$ cat src/design/dsv_pkg.sv
`timescale 1ns / 1ps
`default_nettype none
// ----------------------------------------------------------------------------
// dsv_pkg
// Shared types and constants of the YYYY-MM-DD date string checker.
// ----------------------------------------------------------------------------
package dsv_pkg;

	localparam int unsigned CHAR_W   = 8;
	localparam int unsigned POS_W    = 4;
	localparam int unsigned NUM_W    = 7;
	localparam int unsigned LIMIT_W  = 5;

	localparam logic [POS_W-1:0]  DATE_LEN  = 4'd10;
	localparam logic [POS_W-1:0]  LAST_POS  = 4'd9;
	localparam logic [POS_W-1:0]  POS_MAX   = 4'd15;
	localparam logic [POS_W-1:0]  DASH_POS0 = 4'd4;
	localparam logic [POS_W-1:0]  DASH_POS1 = 4'd7;
	localparam logic [CHAR_W-1:0] DASH_CHAR = 8'h2D;
	localparam logic [CHAR_W-1:0] ZERO_CHAR = 8'h30;
	localparam logic [CHAR_W-1:0] NINE_CHAR = 8'h39;

	typedef enum logic [2:0] {
		ERR_NONE   = 3'd0,
		ERR_LENGTH = 3'd1,
		ERR_DASH   = 3'd2,
		ERR_DIGIT  = 3'd3,
		ERR_MONTH  = 3'd4,
		ERR_DAY    = 3'd5
	} error_kind_t;

	// Updated scan state for the item held in the input stage.
	typedef struct packed {
		logic              item_valid;
		logic              last;
		logic              length_ok;
		logic              err_seen;
		error_kind_t       err_kind;
		logic [POS_W-1:0]  err_index;
		logic [CHAR_W-1:0] err_byte;
		logic [NUM_W-1:0]  year;
		logic [NUM_W-1:0]  month;
		logic [NUM_W-1:0]  day;
	} scan_t;

endpackage
`default_nettype wire

$ cat src/design/dsv_if.sv
`timescale 1ns / 1ps
`default_nettype none
// ----------------------------------------------------------------------------
// dsv_char_if / dsv_result_if
// Valid/ready channels for input characters and for verdicts.
// ----------------------------------------------------------------------------
interface dsv_char_if;
	logic       valid;
	logic       ready;
	logic [7:0] char_code;
	logic       final_char;

	modport source (output valid, output char_code, output final_char, input ready);
	modport sink   (input valid, input char_code, input final_char, output ready);
endinterface

interface dsv_result_if;
	logic       valid;
	logic       ready;
	logic       is_valid;
	logic [2:0] error_kind;
	logic [3:0] error_index;
	logic [7:0] bad_character;
	logic [6:0] bad_number;
	logic [4:0] day_limit;

	modport source (output valid, output is_valid, output error_kind, output error_index,
		output bad_character, output bad_number, output day_limit, input ready);
	modport sink   (input valid, input is_valid, input error_kind, input error_index,
		input bad_character, input bad_number, input day_limit, output ready);
endinterface
`default_nettype wire

$ cat src/design/dsv_scan.sv
`timescale 1ns / 1ps
`default_nettype none
// ----------------------------------------------------------------------------
// dsv_scan
// Input register and per-string scan state: position, first character
// error, and the parsed month, day and last two year digits.
// ----------------------------------------------------------------------------
module dsv_scan
	import dsv_pkg::*;
(
	input  wire logic  clk,
	input  wire logic  arst_n,
	dsv_char_if.sink   chars,
	input  wire logic  out_busy,
	output scan_t      scan
);

	logic [CHAR_W-1:0] char_s1;
	logic              final_s1;
	logic              valid_s1;

	logic [POS_W-1:0]  pos_q;
	logic              err_seen_q;
	error_kind_t       err_kind_q;
	logic [POS_W-1:0]  err_index_q;
	logic [CHAR_W-1:0] err_byte_q;
	logic [NUM_W-1:0]  year_q;
	logic [NUM_W-1:0]  month_q;
	logic [NUM_W-1:0]  day_q;

	logic              advance;
	logic              is_digit;
	logic [3:0]        digit;
	scan_t             nxt;

	function automatic logic [NUM_W-1:0] acc_digit(input logic [NUM_W-1:0] acc,
		input logic [3:0] d, input logic first);
		logic [10:0] wide;
		wide = (11'(acc) << 3) + (11'(acc) << 1) + 11'(d);
		return first ? NUM_W'(d) : wide[NUM_W-1:0];
	endfunction

	assign advance     = valid_s1 && !(final_s1 && out_busy);
	assign chars.ready = !valid_s1 || advance;

	always_ff @(posedge clk or negedge arst_n) begin
		if (!arst_n) begin
			valid_s1 <= 1'b0;
		end else if (chars.valid && chars.ready) begin
			valid_s1 <= 1'b1;
		end else if (advance) begin
			valid_s1 <= 1'b0;
		end
	end

	always_ff @(posedge clk) begin
		if (chars.valid && chars.ready) begin
			char_s1  <= chars.char_code;
			final_s1 <= chars.final_char;
		end
	end

	always_comb begin
		is_digit = char_s1 inside {[ZERO_CHAR:NINE_CHAR]};
		digit    = char_s1[3:0];

		nxt            = '0;
		nxt.item_valid = valid_s1;
		nxt.last       = final_s1;
		nxt.length_ok  = (pos_q == LAST_POS);
		nxt.err_seen   = err_seen_q;
		nxt.err_kind   = err_kind_q;
		nxt.err_index  = err_index_q;
		nxt.err_byte   = err_byte_q;
		nxt.year       = year_q;
		nxt.month      = month_q;
		nxt.day        = day_q;

		if (pos_q < DATE_LEN) begin
			if (pos_q == DASH_POS0 || pos_q == DASH_POS1) begin
				if (char_s1 != DASH_CHAR && !err_seen_q) begin
					nxt.err_seen  = 1'b1;
					nxt.err_kind  = ERR_DASH;
					nxt.err_index = pos_q;
					nxt.err_byte  = char_s1;
				end
			end else if (!is_digit) begin
				if (!err_seen_q) begin
					nxt.err_seen  = 1'b1;
					nxt.err_kind  = ERR_DIGIT;
					nxt.err_index = pos_q;
					nxt.err_byte  = char_s1;
				end
			end else begin
				case (pos_q)
					4'd2, 4'd3: nxt.year  = acc_digit(year_q, digit, pos_q == 4'd2);
					4'd5, 4'd6: nxt.month = acc_digit(month_q, digit, pos_q == 4'd5);
					4'd8, 4'd9: nxt.day   = acc_digit(day_q, digit, pos_q == 4'd8);
					default: ;
				endcase
			end
		end
	end

	assign scan = nxt;

	always_ff @(posedge clk or negedge arst_n) begin
		if (!arst_n) begin
			pos_q       <= '0;
			err_seen_q  <= 1'b0;
			err_kind_q  <= ERR_NONE;
			err_index_q <= '0;
			err_byte_q  <= '0;
			year_q      <= '0;
			month_q     <= '0;
			day_q       <= '0;
		end else if (advance) begin
			if (final_s1) begin
				pos_q       <= '0;
				err_seen_q  <= 1'b0;
				err_kind_q  <= ERR_NONE;
				err_index_q <= '0;
				err_byte_q  <= '0;
				year_q      <= '0;
				month_q     <= '0;
				day_q       <= '0;
			end else begin
				if (pos_q != POS_MAX) begin
					pos_q <= pos_q + 4'd1;
				end
				err_seen_q  <= nxt.err_seen;
				err_kind_q  <= nxt.err_kind;
				err_index_q <= nxt.err_index;
				err_byte_q  <= nxt.err_byte;
				year_q      <= nxt.year;
				month_q     <= nxt.month;
				day_q       <= nxt.day;
			end
		end
	end

endmodule
`default_nettype wire

$ cat src/design/dsv_verdict.sv
`timescale 1ns / 1ps
`default_nettype none
// ----------------------------------------------------------------------------
// dsv_verdict
// Verdict logic for a final character and the result register.
// ----------------------------------------------------------------------------
module dsv_verdict
	import dsv_pkg::*;
(
	input  wire logic    clk,
	input  wire logic    arst_n,
	input  wire scan_t   scan,
	output logic         out_busy,
	dsv_result_if.source verdicts
);

	logic               valid_q;
	logic               fire;
	logic               ok;
	error_kind_t        kind;
	logic [POS_W-1:0]   idx;
	logic [CHAR_W-1:0]  bad;
	logic [NUM_W-1:0]   num;
	logic [LIMIT_W-1:0] lim;
	logic [LIMIT_W-1:0] max_d;

	function automatic logic [LIMIT_W-1:0] max_day(input logic [NUM_W-1:0] m,
		input logic [NUM_W-1:0] y);
		logic [LIMIT_W-1:0] r;
		case (m)
			7'd1, 7'd3, 7'd5, 7'd7, 7'd8, 7'd10, 7'd12: r = 5'd31;
			7'd4, 7'd6, 7'd9, 7'd11:                     r = 5'd30;
			7'd2:    r = (y[1:0] == 2'b00) ? 5'd29 : 5'd28;
			default: r = 5'd0;
		endcase
		return r;
	endfunction

	assign out_busy = valid_q && !verdicts.ready;
	assign fire     = scan.item_valid && scan.last && !out_busy;

	always_comb begin
		max_d = max_day(scan.month, scan.year);
		ok    = 1'b0;
		kind  = ERR_NONE;
		idx   = '0;
		bad   = '0;
		num   = '0;
		lim   = '0;
		if (!scan.length_ok) begin
			kind = ERR_LENGTH;
		end else if (scan.err_seen) begin
			kind = scan.err_kind;
			idx  = scan.err_index;
			bad  = scan.err_byte;
		end else if (scan.month == 7'd0 || scan.month > 7'd12) begin
			kind = ERR_MONTH;
			num  = scan.month;
		end else begin
			lim = max_d;
			if (scan.day == 7'd0 || scan.day > NUM_W'(max_d)) begin
				kind = ERR_DAY;
				num  = scan.day;
			end else begin
				ok = 1'b1;
			end
		end
	end

	always_ff @(posedge clk or negedge arst_n) begin
		if (!arst_n) begin
			valid_q <= 1'b0;
		end else if (fire) begin
			valid_q <= 1'b1;
		end else if (verdicts.ready) begin
			valid_q <= 1'b0;
		end
	end

	always_ff @(posedge clk) begin
		if (fire) begin
			verdicts.is_valid      <= ok;
			verdicts.error_kind    <= kind;
			verdicts.error_index   <= idx;
			verdicts.bad_character <= bad;
			verdicts.bad_number    <= num;
			verdicts.day_limit     <= lim;
		end
	end

	assign verdicts.valid = valid_q;

endmodule
`default_nettype wire

$ cat src/design/date_string_validator_top.sv
`timescale 1ns / 1ps
`default_nettype none
// ----------------------------------------------------------------------------
// date_string_validator_top
// Checks YYYY-MM-DD strings streamed one character per item and gives one
// verdict per string on its final character.
//
//   Channel    Dir   Payload
//   chars      in    char_code[7:0], final_char
//   verdicts   out   is_valid, error_kind[2:0], error_index[3:0],
//                    bad_character[7:0], bad_number[6:0], day_limit[4:0]
//
// One item per cycle while no final item waits on a held verdict. A verdict
// follows its final item through the input register, then the result register.
// Reset clears the scan state and both valid flags.
// Only a final item waits on a held verdict; other items keep flowing.
// ----------------------------------------------------------------------------
module date_string_validator_top
	import dsv_pkg::*;
(
	input  wire logic    clk,
	input  wire logic    arst_n,
	dsv_char_if.sink     chars,
	dsv_result_if.source verdicts
);

	scan_t scan;
	logic  out_busy;

	dsv_scan u_scan (
		.clk      (clk),
		.arst_n   (arst_n),
		.chars    (chars),
		.out_busy (out_busy),
		.scan     (scan)
	);

	dsv_verdict u_verdict (
		.clk      (clk),
		.arst_n   (arst_n),
		.scan     (scan),
		.out_busy (out_busy),
		.verdicts (verdicts)
	);

endmodule
`default_nettype wire
$ cat src/flat_wrapper.sv
// flat-port wrapper written by rule: the top's interface ports become plain ports
module date_string_validator_top_flat import dsv_pkg::*;
  (clk, arst_n, chars_valid, chars_char_code, chars_final_char, chars_ready, verdicts_valid, verdicts_is_valid, verdicts_error_kind, verdicts_error_index, verdicts_bad_character, verdicts_bad_number, verdicts_day_limit, verdicts_ready);
  dsv_char_if chars_i ();
  dsv_result_if verdicts_i ();
  input  wire logic clk;
  input  wire logic arst_n;
  input wire logic [$bits(chars_i.valid)-1:0] chars_valid;
  input wire logic [$bits(chars_i.char_code)-1:0] chars_char_code;
  input wire logic [$bits(chars_i.final_char)-1:0] chars_final_char;
  output wire logic [$bits(chars_i.ready)-1:0] chars_ready;
  output wire logic [$bits(verdicts_i.valid)-1:0] verdicts_valid;
  output wire logic [$bits(verdicts_i.is_valid)-1:0] verdicts_is_valid;
  output wire logic [$bits(verdicts_i.error_kind)-1:0] verdicts_error_kind;
  output wire logic [$bits(verdicts_i.error_index)-1:0] verdicts_error_index;
  output wire logic [$bits(verdicts_i.bad_character)-1:0] verdicts_bad_character;
  output wire logic [$bits(verdicts_i.bad_number)-1:0] verdicts_bad_number;
  output wire logic [$bits(verdicts_i.day_limit)-1:0] verdicts_day_limit;
  input wire logic [$bits(verdicts_i.ready)-1:0] verdicts_ready;
  assign chars_i.valid = chars_valid;
  assign chars_i.char_code = chars_char_code;
  assign chars_i.final_char = chars_final_char;
  assign chars_ready = chars_i.ready;
  assign verdicts_valid = verdicts_i.valid;
  assign verdicts_is_valid = verdicts_i.is_valid;
  assign verdicts_error_kind = verdicts_i.error_kind;
  assign verdicts_error_index = verdicts_i.error_index;
  assign verdicts_bad_character = verdicts_i.bad_character;
  assign verdicts_bad_number = verdicts_i.bad_number;
  assign verdicts_day_limit = verdicts_i.day_limit;
  assign verdicts_i.ready = verdicts_ready;
  date_string_validator_top u_core (.clk(clk), .arst_n(arst_n), .chars(chars_i), .verdicts(verdicts_i));
endmodule
$ cat config.mk
export PLATFORM = sky130hd
export DESIGN_NAME = date_string_validator_top_flat
export DESIGN_NICKNAME = d
export VERILOG_FILES = /design/src/design/dsv_pkg.sv /design/src/design/dsv_if.sv /design/src/design/dsv_scan.sv /design/src/design/dsv_verdict.sv /design/src/design/date_string_validator_top.sv /design/src/flat_wrapper.sv
export SDC_FILE = /design/constraint.sdc
export NUM_CORES = 1
export LEC_CHECK = 0
export ABC_AREA = 1
export BUFFER_PORTS_ARGS = -buffer_cell sky130_fd_sc_hd__clkbuf_2
export CAP_MARGIN = 20
export CORE_MARGIN = 5
export CORE_UTILIZATION = 45
export DETAILED_ROUTE_END_ITERATION = 10
export GPL_ROUTABILITY_DRIVEN = 0
export PLACE_DENSITY = 0.7
export SLEW_MARGIN = 20
export SYNTH_ARGS = -nofsm -noshare
export SYNTH_HDL_FRONTEND = slang
export SYNTH_SLANG_ARGS = --single-unit
$ cat constraint.sdc
create_clock -name clk -period 10.62 [get_ports clk]
set_clock_uncertainty 0.15 [all_clocks]
set_input_delay 0 -clock clk [delete_from_list [all_inputs] [get_ports clk]]
set_output_delay 0 -clock clk [all_outputs]
set_load 0.02 [all_outputs]
# == Yosys cells after proc, flatten, opt, wreduce, memory -nomap -nowiden ==
# Cells that the tools add are included.
# op_classes
mux,34
add_sub_neg,7
n_eq_ne,23
bitwise_logic,1
order_cmp,5
reduce_logical,36
# op_table
op,n
two-way mux 7 bit,10
two-way mux 16 bit,3
two-way mux 21 bit,2
two-way mux 37 bit,1
"== test 7 x 4 -> 1 bit, second input constant",5
"== test 7 x 3 -> 1 bit, second input constant",4
adder 7 x 4 -> 7 bit,3
adder 7 bit,3
"== test 4 x 3 -> 1 bit, second input constant",4
two-way mux 15 bit,1
one-hot mux 5 bit (3 select lines),1
"== test 7 x 2 -> 1 bit, second input constant",2
zero test 7 bit,2
two-way mux 3 bit,4
two-way mux 4 bit,3
nonzero test 2 bit,6
"== test 4 x 2 -> 1 bit, second input constant",2
"== test 4 bit, second input constant",2
">= comparator 8 x 6 -> 1 bit, second input constant",1
"less-or-equal comparator 8 x 6 -> 1 bit, second input constant",1
logical AND 1 bit,8
two-way mux 8 bit,1
"!= test 8 x 6 -> 1 bit, second input constant",1
OR reduction 2 bit,4
other kinds (18),32
# totals
elab_cells,125
ff_bits,79
in_bits,13

# == Logic depth before layout (Yosys ltp) ==
# Gate-level depths: netlist (run 1).
# depth
depth_word,15
mapped_depth,27
mapped_depth_nobuf,26

# == By module ==
# Synthesis (run 1) repeated with hierarchy kept, for this count alone.
# hier_totals
cells_unflattened,653
hier_area_um2,4988.5
# modules_own_cells
mod,area_per_inst_um2,n_inst,seq_area_each_um2,cells_per_inst
dsv_scan,3597.2,1,1321.3,508
dsv_verdict,1391.3,1,805.8,145

# == Worst setup path after synthesis (run 1) ==
# OpenSTA, ideal clock, no wires.
# synth_timing
kind,register to register
startpoint,register u_core.u_scan.char_s1[3]
endpoint,"register u_core.u_verdict.verdicts.error_kind[2], data pin"
setup_time_ns,0.261
stages_incl_launch_ff,22
arrival_time_ns,3.450
slack_ns,6.759
cell_sequence,edfxtp_1 > fa_1 > inv_1 > fa_1 > xnor2_1 > nand2_1 > nand2_1 > nand2_2 > nand3_1 > nor2_4 > nand2_4 > ha_1 > a21oi_1 > o21ai_0 > nand2_1 > nand2_1 > o21ai_0 > nand3_1 > nor2_1 > nand2_4 > o21ai_1 > o21ai_1
# synth_between
elab_chain_cells,14
word_cells_on_any_way,43
# synth_rtl
element,line,text
start: declaration,dsv_scan.sv:18,logic [CHAR_W-1:0] char_s1;
start signal: assignment,dsv_scan.sv:58,char_s1 <= chars.char_code;
adder 7 x 4 -> 7 bit,dsv_scan.sv:39,wide = (11'(acc) << 3) + (11'(acc) << 1) + 11'(d);
two-way mux 7 bit,dsv_scan.sv:40,return first ? NUM_W'(d) : wide[NUM_W-1:0];
two-way mux 7 bit,dsv_scan.sv:95,case (pos_q)
two-way mux 21 bit,dsv_scan.sv:87,end else if (!is_digit) begin
two-way mux 21 bit,dsv_scan.sv:80,if (pos_q == DASH_POS0 || pos_q == DASH_POS1) begin
two-way mux 37 bit (*),dsv_scan.sv:79,if (pos_q < DATE_LEN) begin
== test 7 x 1 -> 1 bit (tied with other cells),dsv_verdict.sv:30,case (m)
OR reduction 7 bit or OR reduction 4 bit (tied branches),dsv_verdict.sv:30,
one-hot mux 5 bit (3 select lines),dsv_verdict.sv:30,
greater-than comparator 7 x 5 -> 1 bit,dsv_verdict.sv:61,if (scan.day == 7'd0 || scan.day > NUM_W'(max_d)) begin
logical OR 1 bit,dsv_verdict.sv:61,
two-way mux 3 bit,dsv_verdict.sv:61,
two-way mux 3 bit,dsv_verdict.sv:56,end else if (scan.month == 7'd0 || scan.month > 7'd12) begin
two-way mux 3 bit (*),dsv_verdict.sv:52,end else if (scan.err_seen) begin
end signal: assignment,dsv_verdict.sv:83,verdicts.error_kind <= kind;
end: declaration,dsv_if.sv:27,"modport source (output valid, output is_valid, output error_kind, output error_index,"
# Mark *: on every way between the ends. The rest lies on a longest branch, timed or not. The select of a mux whose other input is x is not followed.
# A chain may end at the register's enable or synchronous reset.

# == Final worst setup path (run 1) ==
# Ends and elaborated chain as after synthesis.

==> reports/metrics.cfg, run 1 <==
[run_status]
outcome=finished, final reports clean

[timing]
layout_min_cycle_time_ps=4249
worstMarginPinSlew_ps=947.3
grt_setup_unrepaired=no
relSlewSlack_pct=36.61
setup_viol_count_final=0
min_period_over_period_pct=40.01
fmax_ghz=0.2354
finalHoldViolations=0
slew_violations=0
fin_setup_tns_ps=0

[yosys]
async_flop_share_pct=52.05
synth-seq-area-share_pct=45.57
synth_top_area_share_pct=23.92
synth-edff-count=35
ys_ff_latch=73
ys_types=39
yosysWarnings=0
synthesis.nets=551
synthCells=509
syn_area_per_cell_um2=8.631
netlist_top_cells_count=nand2_1 (118), inv_1 (67), o21ai_0 (42)
yosysMostFrequentCell=nand2_1
netlist_area_mm2=0.004393
yosys.area.top_type=edfxtp_1
synth_flop_cell=dfrtp_1
synth_area_leaders=edfxtp_1 (24%), dfrtp_1 (22%), nand2_1 (10%)

[grt]
grt_max_degree=39
grt_usage_pct=18.30
antenna_found_initial=0
grt_pass1_wl_um=16860
overflow=0
grt_pass1_vias=3463

[floorplan]
std_cell_rows=36
die_w_um=108.8
start_util_pct=45.57
fp.dieH_um=108.8
die_area_mm2=0.01184
core_mm2=0.009639
top_level_ports=43

[critical_path]
cp.buffers_inverters=1
required_ps=10560
crit_family=adder cells
cp-end-kind=register
r2r-start=u_core.u_scan.char_s1[3]
worst_path_max_delay_cell=fa_1
worstPathCellList=fa_1, inv_1, fa_1, xnor2_1, nand2_1, nand2_1, nand2_2, nand3_1, nor2_4, nand2_4, ha_1, a21oi_1, o21ai_0, nand2_1, nand2_1, o21ai_0, nand3_1, nor2_1, nand2_4, o21ai_1, o21ai_1
critical_path_depth=21
critPathLaunchType=register
path_max_fanout=10
reg2reg_slack_ps=6370
cp_common_cell=nand2_1
critical_path_class=reg2reg
slowest_delay_ps=600
crit_arrival_ps=4190
reg2regPathDepth=21
r2r-end=u_core.u_verdict.verdicts.error_kind[2]

[placement]
dpl.hpwl_um=7422
placed_area_mm2=0.004720
port_buffers=42
placedCellCount=674

[power]
power_frac_comb_pct=19.1
leakagePower_nw=2.378
clkPwrFrac_pct=32.2
p_int_mw=0.4716
ir_worst_vdd_mv=0.06169
p_seq_share_pct=48.7
power_density_mw_per_mm2=137.4
power.total_mw=0.6936
switching_share_pct=32.02
switchingPower_mw=0.2221

[clock_tree]
cts_buffers=9
post_cts_buffers=0
clock_latency_ps=360
cts_tree=done
root_buffer=clkbuf_8
cts-resized-gates=0
cts.path.max_buffers=2
cts_sinks=73
path_clk_slew_ps=80
htree_levels=3

[cells_and_area]
layout-drive-gt1-share_pct=18.60
layout.nets=607
antennaDiodeCount=0
post-route-cell-area_mm2=0.005050
layout.cells.non_filler=703
area_growth_pct=14.95

[run]
drv_cap=0

[drt]
route.antenna.remaining_nets=0
wl_per_cell_um=14.33
vias=3622
remaining_drc_errors=0
via_per_inst=5.152
drt_iter0_drc=181
wl_um=10070
dr.pass1.iters=5

[worst_hold_path]
hp-class=in2async

## logic make-up after synthesis
group | after synthesis | share of synthesized area (%)
and+or+nand+nor | 227 | 24.89
AOI/OAI and AO/OA | 89 | 11.36
buffers and inverters | 84 | 7.832
DFF | 73 | 45.57
adders and majority gates | 29 | 8.943
xor gates and xnor gates | 7 | 1.396
## registers in the layout, summed over array words and instances (netlist names), 7 cells and up
signal and flops:
u_core.u_scan.char_s1 8, u_core.u_scan.err_byte_q 8, u_core.u_verdict.verdicts.bad_character 8, u_core.u_scan.day_q 7
u_core.u_scan.month_q 7, u_core.u_verdict.verdicts.bad_number 7
## worst reg2reg max path: cells and delay by family, from the launching register on
kind,cells,cell delay (ps)
compound gates,5,550
buf+inv,1,60
fa+ha+maj,3,1400
xor+xnor,1,140
flops,1,520
simple gates,11,1180
## area by class of cell
| cell class | count | area, um^2 |
|---|---|---|
| Clock buffer | 9 | 123.9 |
| Clock inverter | 7 | 76.32 |
| Fill cell | 914 | 4589 |
| Inverter | 73 | 284.0 |
| Multi-Input combinational cell | 352 | 2049 |
| Sequential cell | 73 | 2002 |
| Tap cell | 133 | 166.4 |
| Timing Repair Buffer | 56 | 347.8 |
## routing by layer
metal  vias to the layer above  track usage [%]  wire length (um)
met5                         -                0                 0
met2                       103            28.82              4735
met1                      1707            25.11              4644
li1                       1798                -                 -
met3                        14            2.724               459
met4                         0            8.025               235
## worst max path at each step
stage,start,end,slack [ps]
global route,u_core.u_scan.char_s1[3],u_core.u_verdict.verdicts.error_kind[2],6150
CTS,u_core.u_scan.char_s1[3],u_core.u_verdict.verdicts.error_kind[2],6380
floorplan,u_core.u_scan.char_s1[3],u_core.u_verdict.verdicts.error_kind[2],6760
detailed placement,u_core.u_scan.char_s1[3],u_core.u_verdict.verdicts.error_kind[2],6380
finish,u_core.u_scan.char_s1[3],u_core.u_verdict.verdicts.error_kind[2],6370
global placement,u_core.u_scan.char_s1[3],u_core.u_verdict.verdicts.error_kind[2],6520
## power by group through the flow
| stage | combinational (mW) | clock [mW] | sequential, mW |
|---|---|---|---|
| 3_3_place_gp | 0.125 | 0 | 0.342 |
| 6_report | 0.133 | 0.223 | 0.338 |
| 4_1_cts | 0.133 | 0.228 | 0.338 |
| 3_5_place_dp | 0.128 | 0 | 0.344 |
| 2_1_floorplan | 0.0965 | 0 | 0.343 |
| 5_1_grt | 0.151 | 0.239 | 0.341 |
## repair_timing
| item | CTS | global route |
|---|---|---|
| hold endpoints to repair | 50 | 0 |
| endpoints found under the setup margin | 0 | 0 |
| hold buffers | 13 | 0 |
## through the flow
step | hold WS, ps | utilization [%] | worst slack, ps
after floorplan | -445.6 | - | 6759
final | 178.6 | 52.39 | 6371
after global routing | 196.3 | 52.39 | 6154
after CTS | 185.9 | 52.39 | 6378
after global placement | 28.72 | 48.96 | 6525
after detailed placement | 28.64 | 48.96 | 6380
## layout by cell type, fill, tap and decap left out, types with 18 or more instances in the layout
cell type / netlist / layout
edfxtp_1: 35 / 35
nand2_1: 118 / 118
o21ai_0: 42 / 42
a21oi_1: 18 / 18
ha_1: 25 / 25
nand3_1: 27 / 27
clkbuf_2: 2 / 41
nor2_1: 38 / 37
dfrtp_1: 38 / 38
inv_1: 67 / 67
Power figures use the tool's default switching activity.
==> run 2, diff against run 1 <==
- ABC_AREA: 1 -> 0
- clock period: 10.62 -> 4.2 ns (I/O delays scaled with it)
==> reports/metrics.cfg, run 2 <==
[critical_path]
critical_path_class=reg2reg
r2r-start=u_core.u_scan.month_q[0]
reg2regPathDepth=18
crit_family=compound AO/OA/AOI/OAI gates
cp-end-kind=register
crit_arrival_ps=4270
cp.buffers_inverters=2
r2r-end=u_core.u_verdict.verdicts.bad_number[2]
worst_path_max_delay_cell=fa_1
worstPathCellList=fa_1, inv_1, fa_2, nor2b_1, o21ai_1, a21o_1, a2111oi_4, o32a_4, nand2_4, ha_4, nor2b_1, o21a_1, o21ai_1, a21oi_1, or3_4, a31oi_4, buf_4, o32ai_2
slowest_delay_ps=560
path_max_fanout=5
required_ps=4140
critPathLaunchType=register
reg2reg_slack_ps=-130

[floorplan]
die_w_um=108.9
fp.dieH_um=108.9
die_area_mm2=0.01186
start_util_pct=45.66
top_level_ports=43
core_mm2=0.009639
std_cell_rows=36

[timing]
relSlewSlack_pct=38.39
fmax_ghz=0.2311
grt_setup_unrepaired=yes
finalHoldViolations=0
setup_viol_count_final=8
min_period_over_period_pct=103.0
whs_ps=167.9
layout_setup_ws_ps=-128.0
slew_violations=0
layout_min_cycle_time_ps=4328
worstMarginPinSlew_ps=924.1

[yosys]
synthesis.nets=472
yosysWarnings=0
synthCells=430
yosys.area.top_type=edfxtp_1
synth-edff-count=35
netlist_top_cells_count=a21oi_1 (47), nand2_1 (43), dfrtp_1 (38)
syn_area_per_cell_um2=10.24
async_flop_share_pct=52.05
ys_types=70
yosysMostFrequentCell=a21oi_1
synth_flop_cell=dfrtp_1
netlist_area_mm2=0.004402
synth-seq-area-share_pct=45.48
synth_top_area_share_pct=23.88
ys_ff_latch=73
synth_area_leaders=edfxtp_1 (24%), dfrtp_1 (22%), ha_1 (7.1%)

[worst_hold_path]
hp-class=in2async

[drt]
wl_per_cell_um=16.24
remaining_drc_errors=0
via_per_inst=5.450
dr.pass1.iters=5
vias=3510
route.antenna.remaining_nets=0
wl_um=10460
drt_iter0_drc=249

[run]
drv_cap=0

[placement]
preCtsSetupSlack_ps=-153.2
port_buffers=42
dpl.hpwl_um=7490

[clock_tree]
htree_levels=3
cts_sinks=73
cts_buffers=9
root_buffer=clkbuf_8
cts_tree=done
clock_latency_ps=360
cts.path.max_buffers=2
path_clk_slew_ps=80

[grt]
overflow=0
grt_usage_pct=19.03
grt_pass1_vias=3572
grt_pass1_wl_um=17530
grt_max_degree=39
antenna_found_initial=0

[cells_and_area]
area_growth_pct=20.92
layout.nets=548
biggestRegsByFlops=u_core.u_scan.char_s1 (8), u_core.u_scan.err_byte_q (8), u_core.u_verdict.verdicts.bad_character (8)
final_common_cell=a21oi_1
final_cell_mix=a21oi_1 (46), nand2_1 (42), clkbuf_2 (41), dfrtp_1 (38), nor2_1 (36)
fillers=869
layout-drive-gt1-share_pct=23.68
final_util_pct=55.22
antennaDiodeCount=0

[power]
ir_worst_vdd_mv=0.1463
leakagePower_nw=2.306
power.total_mw=1.977
power_density_mw_per_mm2=371.4

[run_status]
violations=setup timing
outcome=finished, violations left

==> run 2: cell type report <==
| cell class | instances | area, um^2 | area share, % |
|---|---|---|---|
| well taps | 133 | 166.4 | 3.126 |
| clock inverters | 3 | 68.82 | 1.293 |
| clock buffers | 13 | 180.2 | 3.385 |
| multi-input cells | 317 | 2268 | 42.62 |
| repair buffers | 84 | 558.0 | 10.48 |
| inverters | 21 | 78.83 | 1.481 |
| flip-flops and latches | 73 | 2002 | 37.61 |
==> run 2: stage by stage <==
step | area, um^2 | setup TNS, ps | std cells
2_1_floorplan | 4424 | -386.0 | 430
3_3_place_gp | 4902 | -178.4 | 613
3_5_place_dp | 4902 | -1025 | 613
4_1_cts | 5320 | -352.5 | 644
5_1_grt | 5323 | -2531 | 644
6_report | 5323 | -901.3 | 644
==> run 2: logic make-up after synthesis <==
| group | synth area share (%) |
|---|---|
| buffers and inverters | 4.235 |
| DFF | 45.48 |
| and+or+nand+nor | 17.71 |
| muxes | 3.411 |
| xor gates and xnor gates | 1.791 |
| adders and majority gates | 8.926 |
| AOI/OAI and AO/OA | 18.45 |
==> run 2: how the worst max path moves through the flow <==
stage,startpoint,endpoint,slack (ps),depth (start not counted)
CTS,u_core.u_scan.char_s1[3],u_core.u_verdict.verdicts.bad_number[2],-60,18
floorplan,u_core.u_scan.char_s1[3],u_core.u_verdict.verdicts.bad_number[0],-70,17
global route,u_core.u_scan.month_q[0],u_core.u_verdict.verdicts.bad_number[3],-330,19
finish,u_core.u_scan.month_q[0],u_core.u_verdict.verdicts.bad_number[2],-130,18
detailed placement,u_core.u_scan.char_s1[3],u_core.u_verdict.verdicts.bad_number[0],-150,18
global placement,u_core.u_scan.month_q[0],u_core.u_verdict.verdicts.bad_number[4],-40,17
==> run 2: report_power, final <==
group / switching (mW) / internal (mW) / leakage (nW)
combinational: 0.258 / 0.168 / 1.34
sequential: 0.0550 / 0.823 / 0.843
clock: 0.268 / 0.405 / 0.125
==> run 2: timing repair <==
item,CTS,global route
endpoints found under the setup margin,8,8
setup buffers,2,0
endpoints found under the hold margin,49,0
cloned,0,0
pin swaps,2,0
gates resized for setup,4,1
hold buffers,13,0
==> run 2: layer usage <==
layer	global-route usage (%)	share of wire (%)	vias to the layer above
li1	-	-	1698
met4	8.386	2.4	0
met1	23.92	43	1687
met5	0	0	-
met3	2.309	4.4	19
met2	32.81	50	106
